`src/csd_fifo.sv`:
```
// ----------------------------------------------------------------------------
// csd_fifo - small flop-based queue
// Parts producer and consumer so that each side can stall on its own.
// ----------------------------------------------------------------------------
`default_nettype none

module csd_fifo #(
  parameter int WIDTH = 8,
  parameter int DEPTH = 2
) (
  input  wire logic             clk,
  input  wire logic             rst_n,
  input  wire logic             push,
  input  wire logic [WIDTH-1:0] din,
  output logic                  full,
  input  wire logic             pop,
  output logic      [WIDTH-1:0] dout,
  output logic                  empty
);

  localparam int PTR_W = (DEPTH > 1) ? $clog2(DEPTH) : 1;
  localparam int CNT_W = $clog2(DEPTH + 1);
  localparam logic [PTR_W-1:0] PTR_LAST = PTR_W'(DEPTH - 1);
  localparam logic [CNT_W-1:0] CNT_FULL = CNT_W'(DEPTH);

  logic [WIDTH-1:0] mem_r [DEPTH];
  logic [PTR_W-1:0] wr_ptr_r;
  logic [PTR_W-1:0] rd_ptr_r;
  logic [CNT_W-1:0] cnt_r;
  logic             do_push;
  logic             do_pop;

  assign full    = (cnt_r == CNT_FULL);
  assign empty   = (cnt_r == '0);
  assign dout    = mem_r[rd_ptr_r];
  assign do_push = push && !full;
  assign do_pop  = pop && !empty;

  always_ff @(posedge clk) begin
    if (do_push) begin
      mem_r[wr_ptr_r] <= din;
    end
  end

  always_ff @(posedge clk) begin
    if (!rst_n) begin
      wr_ptr_r <= '0;
      rd_ptr_r <= '0;
      cnt_r    <= '0;
    end else begin
      if (do_push) begin
        wr_ptr_r <= (wr_ptr_r == PTR_LAST) ? '0 : wr_ptr_r + PTR_W'(1);
      end
      if (do_pop) begin
        rd_ptr_r <= (rd_ptr_r == PTR_LAST) ? '0 : rd_ptr_r + PTR_W'(1);
      end
      if (do_push && !do_pop) begin
        cnt_r <= cnt_r + CNT_W'(1);
      end else if (do_pop && !do_push) begin
        cnt_r <= cnt_r - CNT_W'(1);
      end
    end
  end

endmodule

`default_nettype wire

```
`config.mk`:
```
export PLATFORM = sky130hd
export DESIGN_NAME = csd_fifo
export DESIGN_NICKNAME = d
export VERILOG_FILES = /design/src/csd_fifo.sv
export SDC_FILE = /design/constraint.sdc
export NUM_CORES = 1
export LEC_CHECK = 0
export BUFFER_PORTS_ARGS = -buffer_cell sky130_fd_sc_hd__buf_2
export CORE_MARGIN = 8
export CORE_UTILIZATION = 52
export CTS_CLUSTER_SIZE = 24
export DETAILED_ROUTE_END_ITERATION = 10
export HOLD_SLACK_MARGIN = 0.02
export PLACE_DENSITY = 0.84
export SETUP_SLACK_MARGIN = 0.1
export SLEW_MARGIN = 15
export SYNTH_ARGS = -nofsm -noshare
export SYNTH_HDL_FRONTEND = slang
export SYNTH_SLANG_ARGS = --single-unit
```
`constraint.sdc`:
```
create_clock -name clk -period 2.3 [get_ports clk]
set_clock_uncertainty 0.15 [all_clocks]
set_input_delay 0.23 -clock clk [delete_from_list [all_inputs] [get_ports clk]]
set_output_delay 0.23 -clock clk [all_outputs]
set_load 0.01 [all_outputs]
```
# Word level (Yosys, flattened, before mapping)
# Memory sizes are Yosys's and may differ from the RTL's. A register that Yosys moved wholly into a read port is not among the register bits.
# Cells that the tools add are included.
# totals
output_inout_bits	10
latch_bits	0
ff_bits	4
ram_bits	16
romBits	0
inputBits	12
n_memories	1
# classes
n_addsub	4
bitwise_logic	0
n_shift	0
div_mod_pow	0
reduce_logical	10
n_mux	8
eq_ne	1
n_lt_le_gt_ge	0
mul	0
# memory_table
memory	words	width	read_ports	rd_ports_with_merged_regs	write_ports	line	source
mem_r	2	8	1	1	1	26	logic [WIDTH-1:0] mem_r [DEPTH];
# op_table
operator	n
$mux 1	6
$logic_and 1x1->1	4
$logic_not 1->1	4
$mux 2	2
$add 1x1->1 const B	2
$add 2x1->2 const B	1
$eq 2x2->1 const B	1
$logic_not 2->1	1
$reduce_bool 2->1	1
$sub 2x1->2 const B	1

# Longest topological paths before layout
# Gate-level depths: netlist of the first run.
# depth
ltp_word	7
ltp_mapped	7

# Worst setup path before layout of the first run
# OpenSTA, ideal clock, no wires.
# synth_path
kind	register to register
start	register cnt_r[0]
end	register cnt_r[1]
path_slack_ps	679
arrival_ps	1401
setup_ps	70
period_less_slack_ps	1621
path_buffers	0
stages_incl_launch_ff	7
cell_sequence	dfxtp_1 -> nand2b_1 -> inv_2 -> nor2_1 -> ha_1 -> or3_1 -> a21boi_1
# synth_via
elab_chain_cells	6
elab_cells_between_ends	15
classes_between	add/sub (2); eq/ne (1); mux (2); reduce/logical (10)
# synth_lines
element	line	source
start, declared	29	logic [CNT_W-1:0] cnt_r;
start signal, assigned	58	cnt_r <= cnt_r + CNT_W'(1);
start signal, assigned	60	cnt_r <= cnt_r - CNT_W'(1);
$eq 2x2->1 *	33	assign full = (cnt_r == CNT_FULL);
via full	15	output logic full,
$logic_not 1->1 *	36	assign do_push = push && !full;
$logic_and 1x1->1 *	36	
$logic_not 1->1	59	end else if (do_pop && !do_push) begin
$logic_and 1x1->1	59	
$reduce_bool 2->1 (no source line)	--	
# Mark *: on every way through the listed nets, which the timed path passes. The rest lies on a longest branch. The select of a mux whose other input is x is not followed.
# A chain may end at the register's enable or synchronous reset.

==> flow_metrics.env, run 1 <==
export IMPL_dieArea_um2=3075
export IMPL_cts_made_buffers=3
export IMPL_start_util_pct=54.37
export IMPL_core_um2=1489
export IMPL_grtUsageTotal_pct=10.00
export IMPL_clk_latency_ns=0.30
export IMPL_fmax_mhz=570.2
export IMPL_ff2ff_path_depth=6
export IMPL_crit_required_ns=1.92
export IMPL_synth_seq_cells=21
export IMPL_cts_tree="yes"
export IMPL_drtPass1Iterations=2
export IMPL_postSynthAreaPerCell_um2=16.19
export IMPL_post_route_min_period_ns=1.754
export IMPL_power_density_nw_per_um2=998.8
export IMPL_async_flop_share_pct=0
export IMPL_end_kind="output pin"
export IMPL_grt_overflow_total=0
export IMPL_hold_viol=0
export IMPL_slew_headroom_pct=54.76
export IMPL_cts_max_level=1
export IMPL_seqCellArea_um2=580.6
export IMPL_status="finished clean"
export IMPL_drt_iter0_drc=3
export IMPL_pre_cts_slack_ns=0.6032
export IMPL_rsz0062_at_grt="no"
export IMPL_synth_largest_area_cell="edfxtp_1"
export IMPL_place_congestion=0.7264
export IMPL_hpwlAfterDp_um=983.7
export IMPL_antenna_found_initial=0
export IMPL_synth_area_top_cells="edfxtp_1 59%, dfxtp_1 12%, mux2_2 11%, and2_1 2.3%, xnor2_1 2.2%"
export IMPL_layout_common_cells="21 x buf_2, 16 x edfxtp_1, 8 x mux2_2, 8 x dlygate4sd3_1, 5 x dfxtp_1"
export IMPL_r2r_start="cnt_r[0]"
export IMPL_synth_edf_count=16
export IMPL_synth_simple_area_share_pct=6.801
export IMPL_post_cts_setup_buffers=0
export IMPL_ant_nets=0
export IMPL_setup_worst_path_end="dout[3]"
export IMPL_grt_pass1_vias=549
export IMPL_finalSetupTns_ns=0
export IMPL_multi_input_area_um2=216.5
export IMPL_drive_gt1_share_pct=42.68
export IMPL_crit_reg2reg_capture="cnt_r[1]"
export IMPL_holdPathStages=2
export IMPL_startpoint_type="flip-flop"
export IMPL_p_leak_nw=0.4151
export IMPL_syn_area_um2=809.5
export IMPL_final_common_cell="buf_2"
export IMPL_ff2ff_setup_slack_ns=0.59
export IMPL_drv_cap=0
export IMPL_synth_seq_area_share_pct=71.72
export IMPL_synthCells=50
export IMPL_dp_cells=86
export IMPL_synth_xor_area_share_pct=3.246
export IMPL_rows=14
export IMPL_stdcell_count=98
export IMPL_viasPerCell=5.153
export IMPL_period_share_pct=76.25
export IMPL_hold_class="in2reg"
export IMPL_drc=0
export IMPL_post_route_util_pct=69.66
export IMPL_cts_sinks=21
export IMPL_slew_viol_final=0
export IMPL_yosysWarningCount=0
export IMPL_path_class="reg2out"
export IMPL_cts_root_buf="clkbuf_4"
export IMPL_setup_violations=0
export IMPL_die_height_um=55.46
export IMPL_fillers=107
export IMPL_whs_ns=0.02482
export IMPL_vdd_drop_max_mv=0.6034
export IMPL_synth_nets=63
export IMPL_synth_top_cell_area_share_pct=59.35
export IMPL_grt_max_degree=13
export IMPL_worst_pin_slew_ns=0.6749
export IMPL_synth_mux_area_share_pct=11.13
export IMPL_nets=96
export IMPL_grt_first_pass_wirelength_um=2421
export IMPL_synth_fa_ha_area_share_pct=1.546
export IMPL_crit_path_max_fanout=8
export IMPL_syn_to_final_growth_pct=28.13
export IMPL_num_antenna_cells=0
export IMPL_cts_path_max_buffers=2
export IMPL_port_buffers=21
export IMPL_wl_per_cell_um=14.54
export IMPL_synth_flop_cell="edfxtp_1"
export IMPL_vias=505
export IMPL_clk_pin_slew_ns=0.11
export IMPL_synth_cell_types=20
export IMPL_io_pins=22
export IMPL_die_w_um=55.46
export IMPL_synth_top_family_by_area="multiplexers"
export IMPL_layout_setup_ws_ns=0.5463
export IMPL_worst_ep_arrival_time_ns=1.37
export IMPL_finalWirelength_um=1425
export IMPL_synth_compound_area_share_pct=4.019
==> final cells by class <==
class / count / area share, %
flip-flops and latches: 21 / 55.97
clock buffers: 3 / 2.171
inverters: 2 / 0.7238
clock inverters: 1 / 0.4825
repair buffers: 29 / 17.85
well taps: 16 / 1.930
multi-input cells: 26 / 20.87
==> power by group <==
group / switching, mW / total, mW / internal [mW] / leakage [nW]
Clock: 0.108 / 0.173 / 0.0649 / 0.0177
Combinational: 0.155 / 0.328 / 0.173 / 0.207
Sequential: 0.0507 / 0.535 / 0.484 / 0.191
==> sequential cells by signal, indices dropped and copies added (netlist names), named ones only <==
register / count
cnt_r: 2
wr_ptr_r: 1
rd_ptr_r: 1
mem_r: 16
==> cells by family after synthesis <==
family | after synthesis
xor gates and xnor gates | 3
DFF | 21
AOI/OAI and AO/OA | 5
buffers and inverters | 3
and+or+nand+nor | 9
muxes | 8
adders and majority gates | 1
==> per-layer routing <==
layer	wire length, um	global-route usage, %	up-vias
met5	0	0	-
met4	42	5.986	0
met3	83	5.251	7
met2	759	16.83	16
met1	539	9.354	235
li1	-	-	247
==> timing repair <==
item                                   CTS  global route
endpoints found under the hold margin   16             0
gates resized for setup                  0             0
hold buffers                             8             0
==> critical path, cell delays in order, from the launching register on <==
cell	delay, ns
dfxtp_1	0.56
mux2_2	0.38
buf_2	0.14
==> how the worst min path moves through the flow <==
stage / startpoint / end / slack, ns
final: rst_n / wr_ptr_r / 0.02
after global routing: rst_n / wr_ptr_r / 0.02
after CTS: rst_n / wr_ptr_r / 0.02
after detailed placement: din[6] / mem_r[1][6] / 0.27
after global placement: din[7] / mem_r[1][7] / 0.27
after floorplan: din[0] / mem_r[0][0] / 0.18
==> through the flow <==
stage	power (mW)	cell area [um^2]
floorplan	0.7571	809.5
global placement	0.8534	929.6
detailed placement	0.8677	929.6
CTS	1.048	1037
global route	1.103	1037
finish	1.036	1037
==> Yosys cell counts (2+ instances only) <==
cell type / n
edfxtp_1: 16
nor2_1: 2
mux2_2: 8
and2_1: 3
dfxtp_1: 5
xnor2_1: 2
No activity file was read; power rests on OpenSTA's default activity.
==> run 2: changes to the inputs <==
--- a/config.mk
+++ b/config.mk
@@ -5,13 +5,14 @@
 export SDC_FILE = /design/constraint.sdc
 export NUM_CORES = 1
 export LEC_CHECK = 0
+export ABC_AREA = 1
 export BUFFER_PORTS_ARGS = -buffer_cell sky130_fd_sc_hd__buf_2
 export CORE_MARGIN = 8
-export CORE_UTILIZATION = 52
+export CORE_UTILIZATION = 44
 export CTS_CLUSTER_SIZE = 24
 export DETAILED_ROUTE_END_ITERATION = 10
 export HOLD_SLACK_MARGIN = 0.02
-export PLACE_DENSITY = 0.84
+export PLACE_DENSITY = 0.76
 export SETUP_SLACK_MARGIN = 0.1
 export SLEW_MARGIN = 15
 export SYNTH_ARGS = -nofsm -noshare
==> constraint.sdc (replaced) <==
create_clock -name clk -period 1.6 [get_ports clk]
set_clock_uncertainty 0.15 [all_clocks]
set_input_delay 0.16 -clock clk [delete_from_list [all_inputs] [get_ports clk]]
set_output_delay 0.16 -clock clk [all_outputs]
set_load 0.01 [all_outputs]
==> run 2 against run 1 <==
Cell count up 27%. Clock-buffer cell count did not move. Register-to-register slack worse by 0.41 ns. Largest cell class unchanged.
==> flow_metrics.env, run 2 <==
export IMPL_status="finished clean"
export IMPL_path_buf_inv=1
export IMPL_crit_required_ns=1.29
export IMPL_holdPathStages=5
export IMPL_hpwlAfterDp_um=1059
export IMPL_critPathTopFamily="flip-flops"
export IMPL_synth_nets=76
export IMPL_yosysMostFrequentCell="edfxtp_1"
export IMPL_ff2ff_setup_slack_ns=0.18
export IMPL_num_antenna_cells=0
export IMPL_slew_viol_final=0
export IMPL_drt_iter0_drc=11
export IMPL_synth_top_cell_area_share_pct=58.36
export IMPL_synth_cell_types=15
export IMPL_setup_violations=0
export IMPL_critPathMaxStageDelay_ns=0.46
export IMPL_post_route_min_period_ns=1.516
export IMPL_synth_seq_cells=21
export IMPL_synthCells=63
export IMPL_crit_path_max_fanout=8
export IMPL_antenna_found_initial=0
export IMPL_fmax_mhz=659.5
export IMPL_vdd_drop_max_mv=0.8939
export IMPL_whs_ns=0.09604
export IMPL_power_density_nw_per_um2=1388
export IMPL_fillers=134
export IMPL_drtPass1Iterations=4
export IMPL_syn_area_um2=823.3
export IMPL_clk_pin_slew_ns=0.11
export IMPL_drive_gt1_share_pct=45.45
export IMPL_path_class="reg2out"
export IMPL_startpoint_type="flip-flop"
export IMPL_drc=0
export IMPL_cts_max_level=1
export IMPL_worst_pin_slew_ns=0.1610
export IMPL_die_height_um=59.26
export IMPL_wl_per_cell_um=13.52
export IMPL_place_congestion=0.6852
export IMPL_hold_start="pop"
export IMPL_r2r_start="cnt_r[1]"
export IMPL_viasPerCell=4.500
export IMPL_start_util_pct=47.17
export IMPL_ant_nets=0
export IMPL_synth_flop_cell="edfxtp_1"
export IMPL_cts_sinks=21
export IMPL_slew_headroom_pct=89.27
export IMPL_post_route_util_pct=68.67
export IMPL_die_w_um=59.26
export IMPL_nets=113
export IMPL_synth_edf_count=16
export IMPL_yosysWarningCount=0
export IMPL_cts_tree="yes"
export IMPL_crit_chain="mux2_4, buf_6"
export IMPL_crit_reg2reg_capture="cnt_r[1]"
export IMPL_drv_cap=0
export IMPL_port_buffers=21
export IMPL_rows=15
export IMPL_period_share_pct=94.77
export IMPL_async_flop_share_pct=0
export IMPL_largest_reg_flops=16
export IMPL_core_um2=1745
export IMPL_grt_overflow_total=0
export IMPL_grt_max_degree=13
export IMPL_finalWirelength_um=1676
export IMPL_cp_num_cells=2
export IMPL_postSynthAreaPerCell_um2=13.07
export IMPL_vias=558
export IMPL_io_pins=22
export IMPL_yosys_top_cells_count="16 x edfxtp_1, 10 x nor2_1, 8 x inv_1, 8 x mux2_2, 6 x nand2_1"
export IMPL_hold_class="in2reg"
export IMPL_syn_to_final_growth_pct=45.59
export IMPL_cp_slowest_cell="dfxtp_4"
export IMPL_largest_register="mem_r"
export IMPL_grt_first_pass_wirelength_um=2587
export IMPL_hold_viol=0
export IMPL_ff2ff_path_depth=9
export IMPL_clk_latency_ns=0.29
export IMPL_cts_path_max_buffers=2
export IMPL_cts_made_buffers=3
export IMPL_final_common_cell="edfxtp_1"
export IMPL_layout_common_cells="16 x edfxtp_1, 13 x buf_2, 9 x nor2_1, 9 x dlygate4sd3_1"
export IMPL_finalSetupTns_ns=0
export IMPL_dieArea_um2=3511
export IMPL_synth_largest_area_cell="edfxtp_1"
export IMPL_grt_pass1_vias=601
export IMPL_p_leak_nw=0.5099
export IMPL_synth_seq_area_share_pct=70.52
export IMPL_rsz0062_at_grt="yes"
export IMPL_worst_ep_arrival_time_ns=1.21
export IMPL_grtUsageTotal_pct=9.933
export IMPL_synth_area_top_cells="edfxtp_1 58%, dfxtp_1 12%, mux2_2 11%, nor2_1 4.6%, inv_1 3.6%"
export IMPL_cts_root_buf="clkbuf_4"
export IMPL_end_kind="output pin"
export IMPL_top_regs="mem_r: 16 flops, cnt_r: 2 flops"
[run 2: changes by cell type in the layout (fill, tap and decap cells not counted), moves of 6 or more]
cell | before | now
buf_2 | 21 | 13
buf_6 | 0 | 8
inv_1 | 1 | 7
mux2_2 | 8 | 0
mux2_4 | 0 | 8
nand2_1 | 0 | 6
nor2_1 | 2 | 9
[run 2: worst max-delay path by stage]
stage,startpoint,to,slack [ns]
final,flip-flop,dout[6],0.08
after global routing,cnt_r[1],cnt_r[1],0.04
after CTS,flip-flop,dout[1],0.07
after detailed placement,cnt_r[1],cnt_r[1],0.04
after global placement,cnt_r[1],cnt_r[1],0.10
after floorplan,cnt_r[0],cnt_r[1],0.13
[run 2: timing repair]
| item | CTS | global route |
|---|---|---|
| buffers inserted | 1 | 0 |
| setup endpoints to repair | 9 | 9 |
| pin swaps | 1 | 1 |
| hold buffers | 9 | 0 |
| resized for setup | 6 | 19 |
| endpoints found under the hold margin | 21 | 0 |
| gates cloned | 0 | 0 |
[run 2: cells by family (layout without fill, tap and decap cells)]
logic type,Yosys count,in the layout,share of synthesized area [%]
and+or+nand+nor,19,19,9.423
buffers and inverters,10,46,4.710
AOI/OAI and AO/OA,4,4,2.887
muxes,8,8,10.94
DFF,21,21,70.52
adders and majority gates,1,1,1.520
[run 2: metrics by stage]
step,worst slack (ns),power (mW),instances,instance area (um^2)
2_1_floorplan,0.1281,1.072,63,823.3
3_3_place_gp,0.1045,1.217,110,969.7
5_1_grt,0.04337,1.766,124,1199
4_1_cts,0.06509,1.542,124,1117
6_report,0.08373,1.664,124,1199
3_5_place_dp,0.04345,1.237,110,969.7
[run 2: final cells by class]
type / count / area [um^2] / area share [%]
multi-input combinational: 32 / 249.0 / 20.77
tap: 25 / 31.28 / 2.610
clock inverter: 1 / 5.005 / 0.4175
sequential: 21 / 589.3 / 49.16
inverter: 9 / 33.78 / 2.818
clock buffer: 3 / 22.52 / 1.879
timing repair buffer: 33 / 267.8 / 22.34
[run 2: worst register-to-register path, stage by stage (launching register included)]
cell and delay [ns]:
dfxtp_2 0.36, inv_1 0.07, o21ai_2 0.15, inv_2 0.07
ha_4 0.27, inv_1 0.05, nand3_1 0.07, nand2_1 0.05
inv_1 0.05, nor2_1 0.03
[run 2: routing by layer]
layer	share of wire [%]	up-vias	track usage (%)
met5	0	-	0
met4	0.72	0	5.119
met3	6.0	2	3.471
met2	53	17	18.49
met1	40	251	9.172
li1	-	288	-
[run 2: where the power goes]
group | internal [mW] | leakage [nW] | switching (mW)
clock network | 0.0929 | 0.0177 | 0.151
registers | 0.710 | 0.192 | 0.0814
logic | 0.344 | 0.300 | 0.285
